File: src/hw/rtl/isolated_peak_clip_filter_defines.svh
// Assertion macros shared by the peak clip filter RTL.
// No dependencies; included by the files that carry concurrent checks.
`ifndef ISOLATED_PEAK_CLIP_FILTER_DEFINES_SVH
`define ISOLATED_PEAK_CLIP_FILTER_DEFINES_SVH

// Flag a condition that must never be true outside reset.
`define IPCF_ASSERT_NEVER(lbl, clk, rst, cond) \
   lbl: assert property (@(posedge clk) disable iff (rst) !(cond)) \
      else $error("ipcf check failed: forbidden condition");

// Require a consequence in the cycle after an antecedent.
`define IPCF_ASSERT_NEXT(lbl, clk, rst, ante, cons) \
   lbl: assert property (@(posedge clk) disable iff (rst) (ante) |=> (cons)) \
      else $error("ipcf check failed: missing next-cycle consequence");

`endif

File: src/hw/rtl/ipcf_pkg.sv
// Package for the isolated peak clip filter: sizes, codes, payload structs.
// No dependencies; used by every module of the block but ipcf_ram.
package ipcf_pkg;

   localparam int PIXEL_BITS     = 16;
   localparam int MAX_COLS       = 1024;
   localparam int MAX_ROWS       = 1024;
   localparam int COL_BITS       = $clog2(MAX_COLS);
   localparam int DIM_BITS       = 11;
   localparam int REG_INDEX_BITS = 1;
   localparam int QUEUE_DEPTH    = 4;
   localparam int QPTR_BITS      = $clog2(QUEUE_DEPTH);
   localparam int QCNT_BITS      = $clog2(QUEUE_DEPTH + 1);

   typedef enum logic {
      ACT_PIXEL = 1'b0,
      ACT_DRAIN = 1'b1
   } action_type;

   typedef enum logic [REG_INDEX_BITS-1:0] {
      REG_FRAME_ROWS = 1'b0,
      REG_FRAME_COLS = 1'b1
   } reg_index_type;

   // Line buffer port controls driven by the front end.
   typedef struct packed {
      logic                  wr_en0;
      logic                  wr_en1;
      logic [COL_BITS-1:0]   wr_addr;
      logic [PIXEL_BITS-1:0] wr_data;
      logic [COL_BITS-1:0]   rd_addr_a;
      logic [COL_BITS-1:0]   rd_addr_b;
   } lb_ctrl_type;

   // Classification of an emitting transaction, waiting for line buffer data.
   typedef struct packed {
      logic                  cbank;
      logic                  has_left;
      logic                  has_right;
      logic                  has_up;
      logic                  has_down;
      logic [PIXEL_BITS-1:0] down;
      logic                  row_end;
      logic                  frame_end;
   } tag_type;

   // One queued filter job.
   typedef struct packed {
      logic [PIXEL_BITS-1:0] centre;
      logic [PIXEL_BITS-1:0] right;
      logic [PIXEL_BITS-1:0] up;
      logic [PIXEL_BITS-1:0] down;
      logic                  has_left;
      logic                  has_right;
      logic                  has_up;
      logic                  has_down;
      logic                  row_end;
      logic                  frame_end;
   } entry_type;

   function automatic logic [DIM_BITS-1:0] clamp_dim(input logic [DIM_BITS-1:0] v,
                                                     input logic [DIM_BITS-1:0] hi);
      logic [DIM_BITS-1:0] r;
      if (v == '0) begin
         r = DIM_BITS'(1);
      end else if (v > hi) begin
         r = hi;
      end else begin
         r = v;
      end
      return r;
   endfunction

endpackage

File: src/hw/rtl/ipcf_front.sv
// Front end: frame registers, raster counters, transaction classification,
// line buffer addressing and queue credit. Depends on ipcf_pkg and the defines.
`include "isolated_peak_clip_filter_defines.svh"

module ipcf_front (
   input  logic                                clock,
   input  logic                                reset,
   input  logic                                csr_wr_en,
   input  logic [ipcf_pkg::REG_INDEX_BITS-1:0] csr_index,
   input  logic [ipcf_pkg::DIM_BITS-1:0]       csr_wr_data,
   input  logic                                req_valid,
   output logic                                req_ready,
   input  logic                                req_action,
   input  logic [ipcf_pkg::PIXEL_BITS-1:0]     req_pixel_in,
   output ipcf_pkg::lb_ctrl_type               lb_ctrl,
   input  logic [ipcf_pkg::PIXEL_BITS-1:0]     bank0_a,
   input  logic [ipcf_pkg::PIXEL_BITS-1:0]     bank0_b,
   input  logic [ipcf_pkg::PIXEL_BITS-1:0]     bank1_a,
   input  logic [ipcf_pkg::PIXEL_BITS-1:0]     bank1_b,
   output logic                                q_push,
   output ipcf_pkg::entry_type                 q_entry,
   input  logic                                q_pop
);

   logic [ipcf_pkg::DIM_BITS-1:0]  rows_ff, rows_in, cols_ff, cols_in;
   logic [ipcf_pkg::DIM_BITS-1:0]  in_row_ff, in_row_in;
   logic [ipcf_pkg::COL_BITS-1:0]  in_col_ff, in_col_in;
   logic                           busy_ff, busy_in;
   logic [ipcf_pkg::QCNT_BITS-1:0] pend_ff, pend_in;
   logic                           tag_valid_ff, tag_valid_in;
   ipcf_pkg::tag_type              tag_ff, tag_in;

   logic                          accept, is_drain, all_in;
   logic                          pix_acc, drn_acc, emit;
   logic [ipcf_pkg::DIM_BITS-1:0] col_next, rows_m1;
   logic                          row_end;

   assign req_ready = pend_ff < ipcf_pkg::QCNT_BITS'(ipcf_pkg::QUEUE_DEPTH);
   assign accept    = req_valid && req_ready;
   assign is_drain  = req_action == ipcf_pkg::ACT_DRAIN;
   assign all_in    = in_row_ff >= rows_ff;
   assign pix_acc   = accept && !is_drain && !all_in;
   assign drn_acc   = accept && is_drain && busy_ff && all_in;
   assign emit      = (pix_acc && in_row_ff != '0) || drn_acc;
   assign col_next  = {1'b0, in_col_ff} + ipcf_pkg::DIM_BITS'(1);
   assign rows_m1   = rows_ff - ipcf_pkg::DIM_BITS'(1);
   assign row_end   = col_next >= cols_ff;

   // Configuration: ignore writes while a frame is in progress.
   always_comb begin
      rows_in = rows_ff;
      cols_in = cols_ff;
      if (csr_wr_en && !busy_ff) begin
         case (csr_index)
            ipcf_pkg::REG_FRAME_ROWS: begin
               rows_in = ipcf_pkg::clamp_dim(csr_wr_data,
                                             ipcf_pkg::DIM_BITS'(ipcf_pkg::MAX_ROWS));
            end
            ipcf_pkg::REG_FRAME_COLS: begin
               cols_in = ipcf_pkg::clamp_dim(csr_wr_data,
                                             ipcf_pkg::DIM_BITS'(ipcf_pkg::MAX_COLS));
            end
            default: begin
            end
         endcase
      end
   end

   // Raster position; during drain the column counter walks the last row.
   always_comb begin
      in_row_in = in_row_ff;
      in_col_in = in_col_ff;
      busy_in   = busy_ff;
      if (pix_acc) begin
         busy_in = 1'b1;
         if (row_end) begin
            in_col_in = '0;
            in_row_in = in_row_ff + ipcf_pkg::DIM_BITS'(1);
         end else begin
            in_col_in = col_next[ipcf_pkg::COL_BITS-1:0];
         end
      end else if (drn_acc) begin
         if (row_end) begin
            in_row_in = '0;
            in_col_in = '0;
            busy_in   = 1'b0;
         end else begin
            in_col_in = col_next[ipcf_pkg::COL_BITS-1:0];
         end
      end
   end

   // Row k of the frame lives in bank k[0]; the other bank holds the row above.
   always_comb begin
      lb_ctrl.wr_en0    = pix_acc && !in_row_ff[0];
      lb_ctrl.wr_en1    = pix_acc && in_row_ff[0];
      lb_ctrl.wr_addr   = in_col_ff;
      lb_ctrl.wr_data   = req_pixel_in;
      lb_ctrl.rd_addr_a = in_col_ff;
      lb_ctrl.rd_addr_b = col_next[ipcf_pkg::COL_BITS-1:0];
   end

   always_comb begin
      tag_valid_in     = emit;
      tag_in.cbank     = is_drain ? rows_m1[0] : ~in_row_ff[0];
      tag_in.has_left  = in_col_ff != '0;
      tag_in.has_right = !row_end;
      tag_in.has_up    = is_drain ? (rows_ff > ipcf_pkg::DIM_BITS'(1))
                                  : (in_row_ff >= ipcf_pkg::DIM_BITS'(2));
      tag_in.has_down  = !is_drain;
      tag_in.down      = is_drain ? '0 : req_pixel_in;
      tag_in.row_end   = row_end;
      tag_in.frame_end = row_end && is_drain;
   end

   // Credit counts jobs reserved in the tag stage and the queue.
   always_comb begin
      pend_in = pend_ff + ipcf_pkg::QCNT_BITS'(emit) - ipcf_pkg::QCNT_BITS'(q_pop);
   end

   // Join the tag with line buffer data in the cycle after the read.
   always_comb begin
      q_push             = tag_valid_ff;
      q_entry.centre     = tag_ff.cbank ? bank1_a : bank0_a;
      q_entry.right      = tag_ff.cbank ? bank1_b : bank0_b;
      q_entry.up         = tag_ff.cbank ? bank0_a : bank1_a;
      q_entry.down       = tag_ff.down;
      q_entry.has_left   = tag_ff.has_left;
      q_entry.has_right  = tag_ff.has_right;
      q_entry.has_up     = tag_ff.has_up;
      q_entry.has_down   = tag_ff.has_down;
      q_entry.row_end    = tag_ff.row_end;
      q_entry.frame_end  = tag_ff.frame_end;
   end

   always_ff @(posedge clock) begin
      if (reset) begin
         rows_ff      <= ipcf_pkg::DIM_BITS'(1);
         cols_ff      <= ipcf_pkg::DIM_BITS'(1);
         in_row_ff    <= '0;
         in_col_ff    <= '0;
         busy_ff      <= 1'b0;
         pend_ff      <= '0;
         tag_valid_ff <= 1'b0;
      end else begin
         rows_ff      <= rows_in;
         cols_ff      <= cols_in;
         in_row_ff    <= in_row_in;
         in_col_ff    <= in_col_in;
         busy_ff      <= busy_in;
         pend_ff      <= pend_in;
         tag_valid_ff <= tag_valid_in;
      end
   end

   always_ff @(posedge clock) begin
      tag_ff <= tag_in;
   end

   `IPCF_ASSERT_NEVER(a_credit_bound, clock, reset,
                      pend_ff > ipcf_pkg::QCNT_BITS'(ipcf_pkg::QUEUE_DEPTH))
   `IPCF_ASSERT_NEXT(a_frame_end_idles, clock, reset,
                     drn_acc && row_end, !busy_ff && in_row_ff == '0 && in_col_ff == '0)

endmodule

File: config.mk
export PLATFORM = sky130hd
export DESIGN_NAME = ipcf_front
export DESIGN_NICKNAME = d
export VERILOG_FILES = /design/src/hw/rtl/ipcf_pkg.sv /design/src/hw/rtl/ipcf_front.sv
export VERILOG_INCLUDE_DIRS = /design/src /design/src/hw/rtl
export SDC_FILE = /design/constraint.sdc
export NUM_CORES = 1
export LEC_CHECK = 0
export BUFFER_PORTS_ARGS = -buffer_cell sky130_fd_sc_hd__buf_2
export CORE_MARGIN = 10
export CORE_UTILIZATION = 40
export CTS_CLUSTER_DIAMETER = 30
export CTS_CLUSTER_SIZE = 14
export DETAILED_ROUTE_END_ITERATION = 10
export HOLD_SLACK_MARGIN = 0.08
export PLACE_DENSITY = 0.79
export REMOVE_ABC_BUFFERS = 1
export SLEW_MARGIN = 40
export SYNTH_ARGS = -nofsm -noshare
export SYNTH_HDL_FRONTEND = slang
export SYNTH_SLANG_ARGS = --single-unit
export TNS_END_PERCENT = 30
File: constraint.sdc
create_clock -name clock -period 3.9 [get_ports clock]
set_input_delay 0.585 -clock clock [delete_from_list [all_inputs] [get_ports clock]]
set_output_delay 0.585 -clock clock [all_outputs]
set_load 0.02 [all_outputs]
Word-level counts from Yosys, hierarchy flattened. Cells that the tools add are included.

Word-level logic and storage cells: 71. Input port bits: 98. Output and inout port bits: 120. Bits in registers: 71.

Bitwise gates (word level): 2. Add/subtract/negate cells: 5. Muxes and demuxes: 17. Reductions and logical operators: 26. Magnitude comparators: 6.

Operator list (count): $mux W11 (6); $mux W16 (3); $mux W10 (3); $ge A11 B11 Y1 (2); $add A10 B1 Y11 const B (1); $add A11 B1 Y11 const B (1); $ge A11 B2 Y1 const B (1); $gt A11 B1 Y1 const B (1); $gt A11 B11 Y1 const B (1); $logic_and A1 B1 Y1 (11); $logic_not A11 Y1 (1); $reduce_bool A11 Y1 (1); $reduce_bool A10 Y1 (1); $reduce_and A2 Y1 (4); $logic_not A1 Y1 (5); $mux W1 (5); $reduce_bool A2 Y1 (2); $add A3 B1 Y3 (1); $lt A3 B3 Y1 const B (1); $sub A3 B1 Y3 (1); $not A1 Y1 (2); $logic_or A1 B1 Y1 (1); $sub A1 B1 Y1 const B (1).

Depth between registers and ports, before layout.
Depth in word-level cells: 8. Gate-level depth with buffers: 16. Gate-level depth less buffers: 16.

Worst setup path after synthesis. OpenSTA, ideal clock, no wires.

Path type: reg-to-reg. From: reg in_col_ff[0] (netlist bit). To: reg in_col_ff[5] (netlist bit). Path slack: 375 ps. Buffers on the path: 1. Data arrival time: 3437 ps. Required time: 3812 ps. Stages on the path, launching flop included: 13. Period minus slack after synthesis: 3525 ps. Setup time: 88 ps. Cell sequence: dfxtp_1 -> nand3_2 -> nor4_1 -> nand3_1 -> xnor2_1 -> ha_1 -> a21o_1 -> a21o_1 -> a41oi_4 -> inv_2 -> buf_6 -> o221a_2 -> o32ai_2.

RTL lines: from (decl) (RTL line ipcf_front.sv:27) `logic [ipcf_pkg::COL_BITS-1:0] in_col_ff, in_col_in;`; from (signal assigned) (RTL line ipcf_front.sv:149) `in_col_ff <= in_col_in;`.

Worst setup path after layout.
From: reg in_col_ff[0] (netlist bit). To: reg in_row_ff[3] (netlist bit).

Cells in the longest elaborated chain, start to end: 3.

Ends and longest elaborated chain: $add A10 B1 Y11 (RTL line ipcf_front.sv:45) `assign col_next = {1'b0, in_col_ff} + ipcf_pkg::DIM_BITS'(1);`; $ge A11 B11 Y1 (RTL line ipcf_front.sv:47) `assign row_end = col_next >= cols_ff;`; $reduce_and A2 Y1 (no line); to (signal assigned) (RTL line ipcf_front.sv:148) `in_row_ff <= in_row_in;`; to (decl) (RTL line ipcf_front.sv:26) `logic [ipcf_pkg::DIM_BITS-1:0] in_row_ff, in_row_in;`.

Every way passes these cells. A chain may end at the register's enable or synchronous reset.

==> metrics.txt <==
# TYPE chip_impl_metric gauge
chip_impl_metric{name="tritoncts.num_buffers",unit=""} 9
chip_impl_metric{name="clk_pin_slew_worst_paths",unit="ps"} 60
chip_impl_metric{name="globalplace.congestion",unit=""} 0.904
chip_impl_metric{name="diode_insertion_count_for_antenna_repair",unit=""} 0
chip_impl_metric{name="post_synth_inst_count",unit=""} 523
chip_impl_info{name="slowest_stage",value="sky130_fd_sc_hd__dfxtp_1"} 1
chip_impl_metric{name="max_freq",unit="GHz"} 0.282
chip_impl_metric{name="hpwl",unit="um"} 12800
chip_impl_metric{name="cts_hold_buffers",unit=""} 0
chip_impl_info{name="timing.hold.worst.class",value="reg2reg"} 1
chip_impl_info{name="worstSetupEndpointType",value="register"} 1
chip_impl_metric{name="track_usage",unit="%"} 18.1
chip_impl_info{name="status",value="finished clean"} 1
chip_impl_metric{name="finalCoreUtilization",unit="%"} 52.1
chip_impl_info{name="critical_path_startpoint_category",value="register"} 1
chip_impl_info{name="yosys-top-cells-area",value="sky130_fd_sc_hd__dfxtp_1, sky130_fd_sc_hd__mux2_2, sky130_fd_sc_hd__buf_4"} 1
chip_impl_metric{name="maximum_vdd_drop",unit="uV"} 201
chip_impl_metric{name="drt-initial-drc-count",unit=""} 261
chip_impl_info{name="cts_tree",value="done"} 1
chip_impl_metric{name="num-fill-cells",unit=""} 1050
chip_impl_metric{name="htreeDepth",unit=""} 3
chip_impl_metric{name="first_global_vias",unit=""} 4111
chip_impl_metric{name="synth_edf_count",unit=""} 0
chip_impl_metric{name="critPathMaxStageDelay",unit="ps"} 470
chip_impl_metric{name="cap_violations",unit=""} 0
chip_impl_info{name="commonest_register_cell_after_synthesis",value="sky130_fd_sc_hd__dfxtp_1"} 1
chip_impl_metric{name="drive_above_1_share",unit="%"} 43.4
chip_impl_metric{name="synth_seq_cells",unit=""} 71
chip_impl_metric{name="async_flop_share",unit="%"} 0
chip_impl_metric{name="remaining_number_of_nets_flagged_by_the_antenna_check_after_routing",unit=""} 0
chip_impl_metric{name="syn-cell-area",unit="um2"} 4550
chip_impl_metric{name="fin_setup_tns",unit="ps"} 0
chip_impl_metric{name="drv_slew",unit=""} 0
chip_impl_metric{name="pin_slew_with_the_least_headroom_to_its_limit",unit="ps"} 712
chip_impl_metric{name="port_buffer_count",unit=""} 217
chip_impl_metric{name="top_ports",unit=""} 218
chip_impl_metric{name="drt_wl_total",unit="um"} 15600
chip_impl_metric{name="clock_share_of_power",unit="%"} 35.1
chip_impl_metric{name="cp_max_fo",unit=""} 11
chip_impl_metric{name="clock_sinks",unit=""} 71
chip_impl_metric{name="netsw",unit="mW"} 0.814
chip_impl_metric{name="row_count",unit=""} 38
chip_impl_metric{name="post-cts-setup-buffer-count",unit=""} 0
chip_impl_metric{name="clkLatencyLatePin",unit="ps"} 340
chip_impl_metric{name="drc_violation_count_after_routing",unit=""} 0
chip_impl_metric{name="powerDensity",unit="nW/um2"} 414
chip_impl_metric{name="wl_per_cell",unit="um"} 18.7
chip_impl_metric{name="grt_max_degree",unit=""} 49
chip_impl_info{name="critPathKind",value="reg2reg"} 1
chip_impl_metric{name="grt_pass1_wl",unit="um"} 23300
chip_impl_metric{name="period_minus_slack",unit="ps"} 3540
chip_impl_metric{name="core-area",unit="um2"} 11000
chip_impl_metric{name="clock_skew",unit="ps"} 9.84
chip_impl_metric{name="area_growth",unit="%"} 25.6
chip_impl_metric{name="crit_arrival",unit="ps"} 3750
chip_impl_metric{name="fin_worst_hold_slack",unit="ps"} 457
chip_impl_metric{name="leakagePower",unit="nW"} 2.64
chip_impl_info{name="rsz0062_at_grt",value="no"} 1
chip_impl_metric{name="timing.critical_path.required",unit="ps"} 4110
chip_impl_metric{name="cts.repair.resized",unit=""} 0
chip_impl_metric{name="design.die.area",unit="um2"} 16000
chip_impl_metric{name="gr-total-overflow",unit=""} 0
chip_impl_info{name="critical_path.most_common_cell",value="sky130_fd_sc_hd__ha_1"} 1
chip_impl_metric{name="finalCritPeriodShare",unit="%"} 90.8
chip_impl_metric{name="power_switching_share",unit="%"} 34.4
chip_impl_metric{name="die_h",unit="um"} 127
chip_impl_metric{name="gate_power_share",unit="%"} 30.0
chip_impl_metric{name="seq_power_share",unit="%"} 34.9
chip_impl_metric{name="vias_per_cell",unit=""} 5.18
chip_impl_metric{name="synth_largest_type_area_fraction",unit="%"} 31.2
chip_impl_metric{name="vias",unit=""} 4319
chip_impl_metric{name="ys_seq_area_share",unit="%"} 31.2
chip_impl_metric{name="initial_core_util",unit="%"} 41.4
chip_impl_metric{name="slew-limit-headroom",unit="%"} 52.3
chip_impl_metric{name="post-layout-total-power",unit="mW"} 2.37
chip_impl_metric{name="grt_antenna_before_repair",unit=""} 0
chip_impl_metric{name="final_hold_viol_count",unit=""} 0
chip_impl_metric{name="drt_pre_antenna_iters",unit=""} 4
chip_impl_metric{name="yosysWarnings",unit=""} 0
chip_impl_metric{name="design.final.nets",unit=""} 816
chip_impl_info{name="buffer_type_at_the_clock_tree_root",value="sky130_fd_sc_hd__clkbuf_16"} 1
chip_impl_metric{name="synth_area_per_cell",unit="um2"} 8.70
chip_impl_metric{name="setup_viol_count_final",unit=""} 0
chip_impl_metric{name="die_width",unit="um"} 127
chip_impl_info{name="synthDominantAreaCellType",value="sky130_fd_sc_hd__dfxtp_1"} 1
chip_impl_info{name="critical_path.cell_chain",value="ha_1, and3_1, nand3_1, xnor2_1, ha_1, a21o_1, a221oi_2, o21ai_1, a41oi_4, buf_4, a21oi_1, o311ai_0"} 1
chip_impl_metric{name="internal_power",unit="mW"} 1.55
chip_impl_metric{name="post_synthesis_cell_type_count",unit=""} 58
chip_impl_metric{name="cts_max_path_buffers",unit=""} 2
stage by stage:
| stage | instances | area [um2] | setup WS (ps) |
|---|---|---|---|
| after floorplan | 453 | 4090 | 111 |
| after global placement | 818 | 5410 | 629 |
| after detailed placement | 818 | 5420 | 540 |
| after CTS | 834 | 5720 | 440 |
| after global routing | 834 | 5720 | 9.29 |
| final | 834 | 5720 | 360 |
synthesized netlist by cell type (4+ instances only):
cell                       number
sky130_fd_sc_hd__nor3_1         6
sky130_fd_sc_hd__inv_1         38
sky130_fd_sc_hd__nand2_1       55
sky130_fd_sc_hd__and3_1         5
sky130_fd_sc_hd__or3_1          4
sky130_fd_sc_hd__a21oi_1       31
sky130_fd_sc_hd__o32ai_1        6
sky130_fd_sc_hd__nand4_1        7
sky130_fd_sc_hd__o31ai_1        5
sky130_fd_sc_hd__clkbuf_1      16
sky130_fd_sc_hd__dfxtp_1       71
sky130_fd_sc_hd__nor4_1         7
sky130_fd_sc_hd__nand3_1       24
sky130_fd_sc_hd__ha_1          28
sky130_fd_sc_hd__o21ai_0        5
sky130_fd_sc_hd__mux2_2        48
sky130_fd_sc_hd__buf_4         50
sky130_fd_sc_hd__nor2_1        14
sky130_fd_sc_hd__o211ai_1       5
sky130_fd_sc_hd__a21o_1         7
sky130_fd_sc_hd__nor2b_1       29
sky130_fd_sc_hd__xnor2_1        9
cells in the final DEF (no fill, tap or decap), types with 3 or more instances in the layout:
cell type                   instances
sky130_fd_sc_hd__a21o_1             7
sky130_fd_sc_hd__a21oi_1           31
sky130_fd_sc_hd__a32o_1             3
sky130_fd_sc_hd__and3_1             5
sky130_fd_sc_hd__buf_2            217
sky130_fd_sc_hd__buf_4              8
sky130_fd_sc_hd__clkbuf_16          9
sky130_fd_sc_hd__dfxtp_1           70
sky130_fd_sc_hd__ha_1              28
sky130_fd_sc_hd__inv_1             38
sky130_fd_sc_hd__mux2_2            48
sky130_fd_sc_hd__nand2_1           55
sky130_fd_sc_hd__nand3_1           24
sky130_fd_sc_hd__nand4_1            7
sky130_fd_sc_hd__nor2_1            14
sky130_fd_sc_hd__nor2b_1           29
sky130_fd_sc_hd__nor3_1             6
sky130_fd_sc_hd__nor4_1             7
sky130_fd_sc_hd__o211ai_1           5
sky130_fd_sc_hd__o21ai_0            5
sky130_fd_sc_hd__o221a_2            3
sky130_fd_sc_hd__o311ai_0           3
sky130_fd_sc_hd__o31ai_1            5
sky130_fd_sc_hd__o32ai_1            6
sky130_fd_sc_hd__or3_1              4
sky130_fd_sc_hd__xnor2_1            9
per-layer routing:
metal | GRT usage (%) | share of wire (%) | vias to the layer above
met3 | 4.87 | 7.8 | 20
met2 | 33.8 | 52 | 190
li1 | - | - | 2136
met1 | 19.4 | 38 | 1973
met5 | 0 | 0 | -
met4 | 5.09 | 1.7 | 0
power by group through the flow:
stage	registers (mW)	logic, mW	clock network [mW]
after floorplan	0.863	0.393	0
after global placement	0.840	0.705	0
after detailed placement	0.843	0.712	0
after CTS	0.827	0.716	0.842
after global routing	0.834	0.761	0.872
final	0.827	0.710	0.832
path summary, 6_finish.rpt:
kind                startpoint            to  slack [ps]  depth (start not counted)
hold reg to reg     cols_ff[4]    cols_ff[4]         460                          2
setup reg to reg  in_col_ff[0]  in_row_ff[3]         360                         12
setup / recovery  in_col_ff[0]  in_row_ff[3]         360                         12
hold / removal      cols_ff[4]    cols_ff[4]         460                          2
registers in the layout (all words and copies together), names as in the netlist:
name	count
pend_ff	3
in_row_ff	11
cols_ff	11
in_col_ff	10
tag_ff	1
q_push	1
q_entry	22
busy_ff	1
rows_ff	11
kinds of logic after synthesis:
family | count (synthesis) | share of synthesized area [%]
AND/OR/NAND/NOR | 165 | 18.7
buffers and inverters | 110 | 13.4
AO/OA/AOI/OAI | 89 | 14.5
flip-flops | 71 | 31.2
multiplexers | 49 | 12.1
adder cells (fa/ha/maj) | 29 | 8.14
XOR/XNOR | 10 | 1.92
layout make-up:
cell class	instances	area [um2]	share of cell area (%)
clock buffers	10	229	4.01
flip-flops and latches	71	1430	24.9
repair buffers	225	1150	20.0
well taps	140	175	3.06
clock inverters	6	67.6	1.18
inverters	40	150	2.63
multi-input cells	342	2520	44.1
critical path, delay by kind of cell, from the launching register on:
| kind | cells | cell delay [ps] |
|---|---|---|
| AOI/OAI and AO/OA | 6 | 1390 |
| xor gates and xnor gates | 1 | 290 |
| adders and majority gates | 2 | 580 |
| buffers and inverters | 1 | 240 |
| DFF | 1 | 470 |
| and+or+nand+nor | 2 | 440 |
No activity file was read; power rests on OpenSTA's default activity.
