<file path="config.mk">
export PLATFORM = sky130hd
export DESIGN_NAME = ipcf_queue
export DESIGN_NICKNAME = d
export VERILOG_FILES = /design/src/hw/rtl/ipcf_pkg.sv /design/src/hw/rtl/ipcf_queue.sv
export VERILOG_INCLUDE_DIRS = /design/src /design/src/hw/rtl
export SDC_FILE = /design/constraint.sdc
export NUM_CORES = 1
export LEC_CHECK = 0
export ABC_CLOCK_PERIOD_IN_PS = 8800
export BUFFER_PORTS_ARGS = -buffer_cell sky130_fd_sc_hd__buf_2
export CAP_MARGIN = 30
export CORE_MARGIN = 4
export CORE_UTILIZATION = 30
export DETAILED_ROUTE_END_ITERATION = 8
export HOLD_SLACK_MARGIN = 0.12
export SLEW_MARGIN = 20
export SYNTH_ARGS = -nofsm -noshare
export SYNTH_HDL_FRONTEND = slang
export SYNTH_SLANG_ARGS = --single-unit
export TNS_END_PERCENT = 30
</file>
<file path="constraint.sdc">
create_clock -name clock -period 8.8 [get_ports clock]
set_clock_uncertainty 0.15 [all_clocks]
set_input_delay 0.44 -clock clock [delete_from_list [all_inputs] [get_ports clock]]
set_output_delay 0.44 -clock clock [all_outputs]
set_load 0.005 [all_outputs]
</file>
<file path="src/hw/rtl/isolated_peak_clip_filter_defines.svh">
// Assertion macros shared by the peak clip filter RTL.
// No dependencies; included by the files that carry concurrent checks.
`ifndef ISOLATED_PEAK_CLIP_FILTER_DEFINES_SVH
`define ISOLATED_PEAK_CLIP_FILTER_DEFINES_SVH

// Flag a condition that must never be true outside reset.
`define IPCF_ASSERT_NEVER(lbl, clk, rst, cond) \
   lbl: assert property (@(posedge clk) disable iff (rst) !(cond)) \
      else $error("ipcf check failed: forbidden condition");

// Require a consequence in the cycle after an antecedent.
`define IPCF_ASSERT_NEXT(lbl, clk, rst, ante, cons) \
   lbl: assert property (@(posedge clk) disable iff (rst) (ante) |=> (cons)) \
      else $error("ipcf check failed: missing next-cycle consequence");

`endif

</file>
<file path="src/hw/rtl/ipcf_pkg.sv">
// Package for the isolated peak clip filter: sizes, codes, payload structs.
// No dependencies; used by every module of the block but ipcf_ram.
package ipcf_pkg;

   localparam int PIXEL_BITS     = 16;
   localparam int MAX_COLS       = 1024;
   localparam int MAX_ROWS       = 1024;
   localparam int COL_BITS       = $clog2(MAX_COLS);
   localparam int DIM_BITS       = 11;
   localparam int REG_INDEX_BITS = 1;
   localparam int QUEUE_DEPTH    = 4;
   localparam int QPTR_BITS      = $clog2(QUEUE_DEPTH);
   localparam int QCNT_BITS      = $clog2(QUEUE_DEPTH + 1);

   typedef enum logic {
      ACT_PIXEL = 1'b0,
      ACT_DRAIN = 1'b1
   } action_type;

   typedef enum logic [REG_INDEX_BITS-1:0] {
      REG_FRAME_ROWS = 1'b0,
      REG_FRAME_COLS = 1'b1
   } reg_index_type;

   // Line buffer port controls driven by the front end.
   typedef struct packed {
      logic                  wr_en0;
      logic                  wr_en1;
      logic [COL_BITS-1:0]   wr_addr;
      logic [PIXEL_BITS-1:0] wr_data;
      logic [COL_BITS-1:0]   rd_addr_a;
      logic [COL_BITS-1:0]   rd_addr_b;
   } lb_ctrl_type;

   // Classification of an emitting transaction, waiting for line buffer data.
   typedef struct packed {
      logic                  cbank;
      logic                  has_left;
      logic                  has_right;
      logic                  has_up;
      logic                  has_down;
      logic [PIXEL_BITS-1:0] down;
      logic                  row_end;
      logic                  frame_end;
   } tag_type;

   // One queued filter job.
   typedef struct packed {
      logic [PIXEL_BITS-1:0] centre;
      logic [PIXEL_BITS-1:0] right;
      logic [PIXEL_BITS-1:0] up;
      logic [PIXEL_BITS-1:0] down;
      logic                  has_left;
      logic                  has_right;
      logic                  has_up;
      logic                  has_down;
      logic                  row_end;
      logic                  frame_end;
   } entry_type;

   function automatic logic [DIM_BITS-1:0] clamp_dim(input logic [DIM_BITS-1:0] v,
                                                     input logic [DIM_BITS-1:0] hi);
      logic [DIM_BITS-1:0] r;
      if (v == '0) begin
         r = DIM_BITS'(1);
      end else if (v > hi) begin
         r = hi;
      end else begin
         r = v;
      end
      return r;
   endfunction

endpackage

</file>
<file path="src/hw/rtl/ipcf_queue.sv">
// Short job queue between the front end and the filter back end.
// Depends on ipcf_pkg and the defines.
`include "isolated_peak_clip_filter_defines.svh"

module ipcf_queue (
   input  logic                clock,
   input  logic                reset,
   input  logic                push,
   input  ipcf_pkg::entry_type push_entry,
   input  logic                pop,
   output ipcf_pkg::entry_type head,
   output logic                empty
);

   ipcf_pkg::entry_type            q_ff [ipcf_pkg::QUEUE_DEPTH];
   logic [ipcf_pkg::QPTR_BITS-1:0] wr_ptr_ff, wr_ptr_in, rd_ptr_ff, rd_ptr_in;
   logic [ipcf_pkg::QCNT_BITS-1:0] count_ff, count_in;
   logic                           full;

   assign empty = count_ff == '0;
   assign full  = count_ff == ipcf_pkg::QCNT_BITS'(ipcf_pkg::QUEUE_DEPTH);
   assign head  = q_ff[rd_ptr_ff];

   always_comb begin
      wr_ptr_in = push ? wr_ptr_ff + ipcf_pkg::QPTR_BITS'(1) : wr_ptr_ff;
      rd_ptr_in = pop  ? rd_ptr_ff + ipcf_pkg::QPTR_BITS'(1) : rd_ptr_ff;
      count_in  = count_ff + ipcf_pkg::QCNT_BITS'(push) - ipcf_pkg::QCNT_BITS'(pop);
   end

   always_ff @(posedge clock) begin
      if (reset) begin
         wr_ptr_ff <= '0;
         rd_ptr_ff <= '0;
         count_ff  <= '0;
      end else begin
         wr_ptr_ff <= wr_ptr_in;
         rd_ptr_ff <= rd_ptr_in;
         count_ff  <= count_in;
      end
   end

   always_ff @(posedge clock) begin
      if (push) begin
         q_ff[wr_ptr_ff] <= push_entry;
      end
   end

   `IPCF_ASSERT_NEVER(a_no_overflow, clock, reset, push && full && !pop)
   `IPCF_ASSERT_NEVER(a_no_underflow, clock, reset, pop && empty)

endmodule

</file>
# --- Word-level counts from Yosys, hierarchy flattened ---
# Memories as Yosys holds them, arrays and structs flattened. A register that Yosys moved wholly into a read port is not among the register bits.
# Cells that the tools add are included.
# W data, S select, Z words.
word_totals:
  inputBits: 74
  memories: 1
  ram_bits: 280
  ff_bits: 7
  elab_cells: 13
  out_inout_bits: 71
classes:
  reduce_logical: 1
  n_addsub: 4
  muxes: 4
mem_list:
  columns: ["name", "words", "width", "rd", "rd_ports_with_merged_regs", "write_ports", "line_no", "rtl"]
  rows:
  - ["q_ff", 4, 70, 1, 1, 1, "ipcf_queue.sv:15", "ipcf_pkg::entry_type q_ff [ipcf_pkg::QUEUE_DEPTH];"]
op_table:
  columns: ["op", "n"]
  rows:
  - ["$add A2 B1 Y2 const B", 2]
  - ["$mux W2", 2]
  - ["$add A3 B1 Y3", 1]
  - ["$logic_not A3 Y1", 1]
  - ["$sub A3 B1 Y3", 1]
  - ["$mux W1", 2]

# --- Depth between registers and ports, before layout ---
# Gate-level depths: netlist of the first run.
depth:
  ltp_word: 3
  mapped_depth: 7

# --- Worst setup path after synthesis of the first run ---
# OpenSTA, ideal clock, no wires.
synth_path:
  kind: "register to register"
  from: "register wr_ptr_ff[0] (netlist name)"
  to: "memory q_ff[0][0] (netlist name), enable pin"
  arrival_time_ns: 2.182
  stages_incl_launch_ff: 4
  synth_period_minus_slack_ns: 2.768
  path_slack_ns: 6.032
  required_time_ns: 8.215
  setup_time_ns: 0.435
  path_cell_list: "dfxtp_1 -> inv_1 -> ha_1 -> and2_1"
synth_rtl:
  columns: ["item", "line_no", "rtl"]
  rows:
  - ["from (decl)", "ipcf_queue.sv:16", "logic [ipcf_pkg::QPTR_BITS-1:0] wr_ptr_ff, wr_ptr_in, rd_ptr_ff, rd_ptr_in;"]
  - ["from (signal assigned)", "ipcf_queue.sv:36", "wr_ptr_ff <= wr_ptr_in;"]
  - ["to (decl)", "ipcf_queue.sv:15", null]
# No word-level cell before the write port.

==> results of run 1 <==
==> synth_stat cells (all sizes together), types with 2 or more instances <==
cell type | count | area share, %
nor2 | 5 | 0.18
dfxtp | 9 | 1.7
nor2b | 2 | 0.12
inv | 6 | 0.21
buf | 16 | 1.8
xnor2 | 2 | 0.17
mux4 | 70 | 15
and2 | 4 | 0.24
ha | 6 | 0.71
edfxtp | 280 | 79
==> final timing paths <==
| check | slack [ps] | startpoint | endpoint | cells after the start |
|---|---|---|---|---|
| max reg2reg | 6890 | wr_ptr_ff[0] | q_ff[2][57] | 4 |
| min reg2reg | 400 | rd_ptr_ff[1] | flop | 2 |
| min | 400 | rd_ptr_ff[1] | flop | 2 |
| max | 5320 | flop | head[51] | 3 |
==> worst reg2reg max path: cells and delay by family, from the launching register on <==
kind	cells	cell delay, ps
buf+inv	2	400
simple gates	1	480
flops	1	350
fa+ha+maj	1	160
==> power by group through the flow <==
stage / logic (mW) / clock network, mW / registers [mW]
2_1_floorplan: 0.167 / 0 / 1.63
3_3_place_gp: 0.244 / 0 / 1.64
3_5_place_dp: 0.266 / 0 / 1.64
4_1_cts: 0.294 / 1.29 / 1.61
5_1_grt: 0.310 / 1.36 / 1.62
6_report: 0.285 / 1.26 / 1.61
==> cells in the final DEF (no fill, tap or decap), drive strengths merged, types with 5 or more instances in the layout <==
cell and instances:
buf 150, mux4 70, clkinv 13, edfxtp 280, inv 7, dlygate4sd3 74, clkbuf 35, nor2 5
ha 6, dfxtp 9
==> cell type report <==
type / instances / area (um2) / area share (%)
inverters: 6 / 22.5 / 0.166
well taps: 455 / 569 / 4.18
flip-flops and latches: 289 / 8600 / 63.2
clock buffers: 35 / 791 / 5.81
multi-input cells: 96 / 1820 / 13.4
clock inverters: 19 / 208 / 1.53
repair buffers: 224 / 1600 / 11.8
diodes: 2 / 5.00 / 0.0368
==> flip-flops by register name (all words and copies together) (netlist names), named ones only <==
| signal | count |
|---|---|
| q_ff | 280 |
| count_ff | 3 |
| rd_ptr_ff | 2 |
| wr_ptr_ff | 2 |
==> kinds of logic after synthesis <==
kind of cell | share of synthesized area (%)
AO/OA/AOI/OAI | 0.142
XOR/XNOR | 0.389
adder cells (fa/ha/maj) | 0.896
buffers and inverters | 2.01
flip-flops | 81.0
multiplexers | 15.0
AND/OR/NAND/NOR | 0.649
==> routing by layer <==
layer,wire length (um),GRT usage (%)
met2,10900,19.1
met3,1200,2.71
met1,8080,12.4
met5,0,0
met4,351,2.51
==> repair_timing <==
| action | 4_1_cts | 5_1_grt |
|---|---|---|
| endpoints found under the hold margin | 289 | 0 |
| hold buffers | 74 | 0 |
| gates resized for setup | 0 | 0 |
==> results.md, run 1 <==
- Die Width: 196 um
- RSZ-0062 raised after global routing: false
- Post-Syn Instances: 407
- Share of total power in combinational logic: 9.0%
- CTS tree: yes
- DIE AREA: 0.0384 mm2
- Clock network fraction of total power: 39.8%
- Max VDD drop: 0.148 mV
- Crit path launch type: flop
- Layout Area Growth over Synthesis: 28.3%
- Setup ws final: 5320 ps
- Clock root buffer: clkbuf_16
- Global-route wire length before repair: 32.0 mm
- Core area: 0.0347 mm2
- EDFF count, synth: 280
- Period Utilization, post-route: 39.6%
- Delay-heaviest family, CP: buffers and inverters
- CP Max Fanout: 38
- Synth Flop Type: edfxtp_1
- MaxCap Viol Count: 0
- Crit path DAT: 2890 ps
- Dpl cells: 996
- H-tree level count: 1
- Worst-skew pair later-pin latency: 540 ps
- Vias in the first global route: 5743
- WL final: 20.5 mm
- Drt pass-1 iters: 4
- Lkg Pwr: 4.59 nW
- Internal Pwr Total: 2.50 mW
- Final hold vios: 0
- Bufs and invs on worst path: 2
- Slowest stage cell, crit path: dfxtp_4
- CTS max path bufs: 3
- RePlAce Congestion: 0.672
- Setup Viol. Count Final: 0
- Sw power: 0.656 mW
- Syn Area/Cell: 26.1 um2
- Fmax: 287 MHz
- Final hold slack: 397 ps
- Initial Util: 30.6%
- Max incr delay on CP: 810 ps
- PwrDens: 232 mW/mm2
- Worst-margin pin slew: 784 ps
- Total Power: 3.15 mW
- CP Data Required Time: 8210 ps
- Area after DPL: 0.0119 mm2
- Vias: 5023
- Grt total ovfl: 0
- GRT Total Usage: 10.5%
- Drc violations: 0
- Largest net degree at the start of global routing: 41
- Fillers: 3124
- Number of synthesized register bits: 289
- Post-DR vias/cell: 4.46
- Port Buf Inserts: 144
- Status: finished clean
- 1st-iter DRT viols: 220
- Antenna Nets Post-Route: 0
- Yosys Warn Count: 0
- CP cell instances: buf_4, mux4_2, buf_2
- CTS clk-pin slew, worst paths: 60 ps
- Nets: 729
- Post-DP HPWL: 12.9 mm
- Clock period minus final worst setup slack: 3480 ps
- Syn_nets: 488
- Post-CTS Setup Repair Bufs: 0
- Dpl ws: 5730 ps
- Final instance area: 0.0136 mm2
- CTS buffer count: 31
- Num rows: 68
- Crit end category: output pin
- Cell Area, Synth: 0.0106 mm2
- Die Height: 196 um
- Critical path class: flop to output pin
- Synth cell types: 20
- Ys async rst share: 0%
- Flop pwr share: 51.1%
- Sw Share: 20.8%
- Util after Layout: 39.2%
- Share of layout cells above drive strength 1: 40.4%
- Total clock sinks: 289
- Max_slew headroom: 47.7%
- Non-Filler Instances: 1126
- Total negative slack: 0 ps
- Final Max Slew Viols: 0
- Seq/Total Area, Yosys: 81.0%
- Antenna violations before repair: 2
- Hold WC Path Type: flop to flop
- Post-DR wirelength/cell: 18.2 um
- I/O pins: 145
Note: power is estimated with default switching activity, not from simulation.
==> inputs of run 2 (changes only) <==
--- a/config.mk
+++ b/config.mk
@@ -6,7 +6,7 @@
 export SDC_FILE = /design/constraint.sdc
 export NUM_CORES = 1
 export LEC_CHECK = 0
-export ABC_CLOCK_PERIOD_IN_PS = 8800
+export ABC_CLOCK_PERIOD_IN_PS = 3000
 export BUFFER_PORTS_ARGS = -buffer_cell sky130_fd_sc_hd__buf_2
 export CAP_MARGIN = 30
 export CORE_MARGIN = 4
==> constraint.sdc (replaced) <==
create_clock -name clock -period 3 [get_ports clock]
set_clock_uncertainty 0.15 [all_clocks]
set_input_delay 0.15 -clock clock [delete_from_list [all_inputs] [get_ports clock]]
set_output_delay 0.15 -clock clock [all_outputs]
set_load 0.005 [all_outputs]
==> results.md, run 2 (synthesized netlist as in run 1, its figures left out) <==
- Status: finished clean
- GRT Total Usage: 10.9%
- Port Buf Inserts: 144
- RSZ-0062 raised after global routing: false
- Total negative slack: 0 ps
- Initial Util: 30.6%
- CTS max path bufs: 3
- Most frequent cells in the layout: edfxtp_1, buf_2, dlygate4sd3_1, mux4_2, clkbuf_16
- Worst reg2reg setup slack: 1090 ps
- Post-DP HPWL: 12.6 mm
- CTS buffer count: 31
- Post-DR vias/cell: 4.42
- CTS tree: yes
- Total clock sinks: 289
- Antenna Nets Post-Route: 0
- 1st-iter DRT viols: 213
- Die Height: 196 um
- Crit path DAT: 2190 ps
- Die Width: 196 um
- Commonest non-fill, non-tap cell in the layout: edfxtp_1
- PwrDens: 676 mW/mm2
- Drt pass-1 iters: 4
- RePlAce Congestion: 0.676
- Antenna violations before repair: 1
- RR Endpoint: q_ff[0][55]
- MaxCap Viol Count: 0
- Share of layout cells above drive strength 1: 40.9%
- Vias in the first global route: 5565
- CP Max Fanout: 30
- Max_slew headroom: 58.8%
- Share of total power in combinational logic: 9.4%
- Sw Share: 21.0%
- Lkg Pwr: 4.56 nW
- Critical path class: flop to output pin
- Flop pwr share: 51.4%
- CP Data Required Time: 2700 ps
- Period Utilization, post-route: 82.9%
- Grt total ovfl: 0
- Post-DR wirelength/cell: 18.8 um
- Resized cells post-CTS: 0
- Internal Pwr Total: 7.23 mW
- Crit path launch type: flop
- R2R depth: 4
- Clock root buffer: clkbuf_16
- Setup Viol. Count Final: 0
- Dpl ws: 1020 ps
- Final Max Slew Viols: 0
- CTS clk-pin slew, worst paths: 60 ps
- WL final: 21.1 mm
- Final hold vios: 0
- Post-CTS Setup Repair Bufs: 0
- Layout Area Growth over Synthesis: 27.8%
- Clock period minus final worst setup slack: 2490 ps
- Vias: 4965
- Fmax: 402 MHz
- Reg-to-Reg Start: wr_ptr_ff[0]
- Hold WC Path Type: primary input to flop
- Core area: 0.0347 mm2
- H-tree level count: 1
- Clock network fraction of total power: 39.2%
- Nets: 729
- DIE AREA: 0.0384 mm2
- Setup ws final: 513 ps
- Largest net degree at the start of global routing: 43
- Max reg flops: 280
- Sw power: 1.93 mW
- Max VDD drop: 0.560 mV
- Largest regs: q_ff x280, count_ff x3
- Critical Path Sink: head[68]
- Fillers: 3129
- Drc violations: 0
- Worst-margin pin slew: 618 ps
- Worst-skew pair later-pin latency: 530 ps
- I/O pins: 145
- Num rows: 68
- Crit end category: output pin
- Global-route wire length before repair: 32.7 mm
- Largest register by flop count: q_ff
run 2: worst min path at each step:
stage	from	end	slack, ps	cells after the start
after floorplan	reset	count_ff[0]	70	1
after global placement	push_entry[47]	q_ff[3][47]	210	1
after detailed placement	push_entry[5]	q_ff[3][5]	220	1
after CTS	push_entry[64]	q_ff[3][64]	160	2
after global routing	push_entry[68]	q_ff[0][68]	190	2
final	push_entry[5]	q_ff[3][5]	200	2
run 2: final cells by class:
cell class	count	area [um2]	share of cell area, %
repair buffers	224	1580	11.7
well taps	455	569	4.20
flip-flops and latches	289	8600	63.4
inverters	6	22.5	0.166
multi-input cells	96	1820	13.4
clock buffers	33	783	5.78
diodes	1	2.50	0.0185
clock inverters	20	184	1.36
run 2: routing by layer:
| layer | part of all wire [%] | global-route usage (%) |
|---|---|---|
| met5 | 0 | 0 |
| met4 | 1.7 | 2.84 |
| met3 | 5.8 | 2.54 |
| met2 | 52 | 19.2 |
| met1 | 41 | 13.7 |
run 2: power by group through the flow:
stage	Clock (mW)	Combinational, mW	Sequential, mW
detailed placement	0	0.817	4.79
finish	3.59	0.864	4.70
global placement	0	0.795	4.78
floorplan	0	0.489	4.77
CTS	3.71	0.900	4.70
global route	3.89	0.953	4.72
run 2: critical path, cell delays in order (launching register included):
cell and delay [ps]:
dfxtp_4 360, buf_4 510, mux4_2 610, buf_2 160
run 2: metrics by stage:
step | cell area (um2) | power (mW) | hold WS [ps] | util [%] | cells
finish | 13600 | 9.16 | 200 | 39.0 | 1124
global route | 13600 | 9.56 | 185 | 39.0 | 1124
CTS | 13600 | 9.32 | 156 | 39.0 | 1123
detailed placement | 11900 | 5.61 | 216 | 34.1 | 997
global placement | 11900 | 5.57 | 209 | 34.1 | 997
floorplan | 10600 | 5.26 | 71.6 | - | 407
run 2: what timing repair did:
| item | CTS | global route |
|---|---|---|
| hold buffers | 73 | 0 |
| endpoints found under the hold margin | 289 | 0 |
| endpoints found under the setup margin | 0 | 0 |
==> inputs of run 3 (changes only) <==
--- a/config.mk
+++ b/config.mk
@@ -6,7 +6,7 @@
 export SDC_FILE = /design/constraint.sdc
 export NUM_CORES = 1
 export LEC_CHECK = 0
-export ABC_CLOCK_PERIOD_IN_PS = 3000
+export ABC_CLOCK_PERIOD_IN_PS = 2500
 export BUFFER_PORTS_ARGS = -buffer_cell sky130_fd_sc_hd__buf_2
 export CAP_MARGIN = 30
 export CORE_MARGIN = 4
==> constraint.sdc (replaced) <==
create_clock -name clock -period 2.5 [get_ports clock]
set_clock_uncertainty 0.15 [all_clocks]
set_input_delay 0.125 -clock clock [delete_from_list [all_inputs] [get_ports clock]]
set_output_delay 0.125 -clock clock [all_outputs]
set_load 0.005 [all_outputs]
==> results.md, run 3 (synthesized netlist as in run 1, its figures left out) <==
- Status: finished clean
- Vias: 5091
- Reg-to-Reg Start: count_ff[0]
- Num rows: 68
- Final Max Slew Viols: 0
- H-tree level count: 1
- MaxCap Viol Count: 0
- Delay-heaviest family, CP: multiplexers
- Slowest stage cell, crit path: mux4_2
- Area after DPL: 0.0120 mm2
- Post-DR vias/cell: 4.46
- Lkg Pwr: 4.66 nW
- Critical path class: flop to output pin
- RSZ-0062 raised after global routing: false
- Hold EP: q_ff[2][0]
- 1st-iter DRT viols: 221
- Die Height: 196 um
- Global-route wire length before repair: 33.3 mm
- Final hold vios: 0
- RePlAce Congestion: 0.699
- Max reg flops: 280
- Max VDD drop: 0.495 mV
- Share of layout cells above drive strength 1: 42.3%
- CTS clk-pin slew, worst paths: 60 ps
- R2R depth: 6
- Antenna violations before repair: 2
- Grt total ovfl: 0
- Final instance area: 0.0137 mm2
- Die Width: 196 um
- CP Data Required Time: 2230 ps
- CTS max path bufs: 3
- Drt pass-1 iters: 4
- Largest register by flop count: q_ff
- PwrDens: 796 mW/mm2
- Layout Area Growth over Synthesis: 29.2%
- RR Endpoint: count_ff[0]
- Met1 usage: 14.4%
- CTS tree: yes
- Crit end category: output pin
- Crit path launch type: flop
- Worst-skew pair later-pin latency: 550 ps
- Max_slew headroom: 64.7%
- Clock period minus final worst setup slack: 2320 ps
- CTS buffer count: 29
- Met3 Use GR: 2.42%
- DIE AREA: 0.0384 mm2
- Most frequent cells in the layout: edfxtp_1, buf_2, dlygate4sd3_1, mux4_2, clkbuf_16
- Fillers: 3097
- Port Buf Inserts: 144
- GRT Total Usage: 11.1%
- M2 GR Usage: 19.2%
- Worst-margin pin slew: 529 ps
- Period Utilization, post-route: 92.9%
- Worst reg2reg setup slack: 600 ps
- Vias in the first global route: 5655
- Nets: 742
- Setup ws final: 178 ps
- Hold_sp: push_entry[0]
- Crit path DAT: 2050 ps
- Core area: 0.0347 mm2
- Initial Util: 30.6%
- Setup Viol. Count Final: 0
- WL final: 21.6 mm
- Largest regs: q_ff x280, count_ff x3
- Bufs and invs on worst path: 2
- Hold depth: 2
- Largest net degree at the start of global routing: 32
- I/O pins: 145
- Total clock sinks: 289
- Drc violations: 0
- Commonest non-fill, non-tap cell in the layout: edfxtp_1
- CP cell instances: buf_16, mux4_2, buf_2
- Post-DP HPWL: 13.1 mm
- Clock root buffer: clkbuf_16
- Max incr delay on CP: 560 ps
- Hold WC Path Type: primary input to flop
- CP Max Fanout: 31
- Total negative slack: 0 ps
- Total Power: 10.9 mW
- Post-DR wirelength/cell: 18.9 um
- Fmax: 431 MHz
- Antenna Nets Post-Route: 0
- GR peak layer: met2
- Dpl ws: 572 ps
-- run 3: cell count changes in the layout (fill, tap and decap cells not counted), moves of 2 or more --
cell | before | now
buf_4 | 1 | 10
buf_12 | 6 | 10
clkbuf_8 | 0 | 3
clkbuf_16 | 31 | 29
clkinv_1 | 6 | 4
clkinv_2 | 6 | 8
inv_6 | 2 | 4
-- run 3: layer usage --
metal	part of all wire, %	up-vias
li1	-	2258
met1	42	2657
met2	50	142
met3	5.4	34
met4	1.9	0
met5	0	-
-- run 3: layout make-up --
type | instances | area, um2 | area share, %
Antenna cell | 2 | 5.00 | 0.0365
Clock buffer | 35 | 778 | 5.68
Clock inverter | 19 | 158 | 1.15
Inverter | 6 | 22.5 | 0.164
Multi-Input combinational cell | 96 | 1820 | 13.3
Sequential cell | 289 | 8600 | 62.7
Tap cell | 455 | 569 | 4.15
Timing Repair Buffer | 239 | 1760 | 12.9
-- run 3: repair_timing --
| item | 4_1_cts | 5_1_grt |
|---|---|---|
| gates resized for setup | 1 | 0 |
| buffers inserted | 0 | 8 |
| hold buffers | 74 | 0 |
| endpoints found under the setup margin | 2 | 50 |
| endpoints found under the hold margin | 361 | 0 |
| cloned | 0 | 0 |
-- run 3: through the flow --
| step | util [%] | cells | hold slack (ps) |
|---|---|---|---|
| detailed placement | 34.5 | 1003 | 193 |
| global placement | 34.5 | 1003 | 184 |
| finish | 39.5 | 1141 | 173 |
| global route | 39.5 | 1141 | 143 |
| CTS | 39.3 | 1131 | 140 |
| floorplan | - | 407 | 46.6 |
-- run 3: worst max path at each step --
| stage | end | cells past startpoint | from | slack [ps] |
|---|---|---|---|---|
| finish | head[9] | 3 | flop | 180 |
| global route | head[17] | 3 | flop | 70 |
| CTS | head[9] | 3 | flop | 8 |
| detailed placement | head[10] | 3 | flop | 570 |
| global placement | head[20] | 3 | flop | 620 |
| floorplan | q_ff[1][0] | 2 | wr_ptr_ff[0] | -250 |
-- run 3: power by group --
group	switching (mW)	internal (mW)	leakage [nW]
registers	0.0761	5.57	2.65
logic	0.503	0.595	1.54
clock network	1.75	2.43	0.467
total	2.33	8.59	4.66
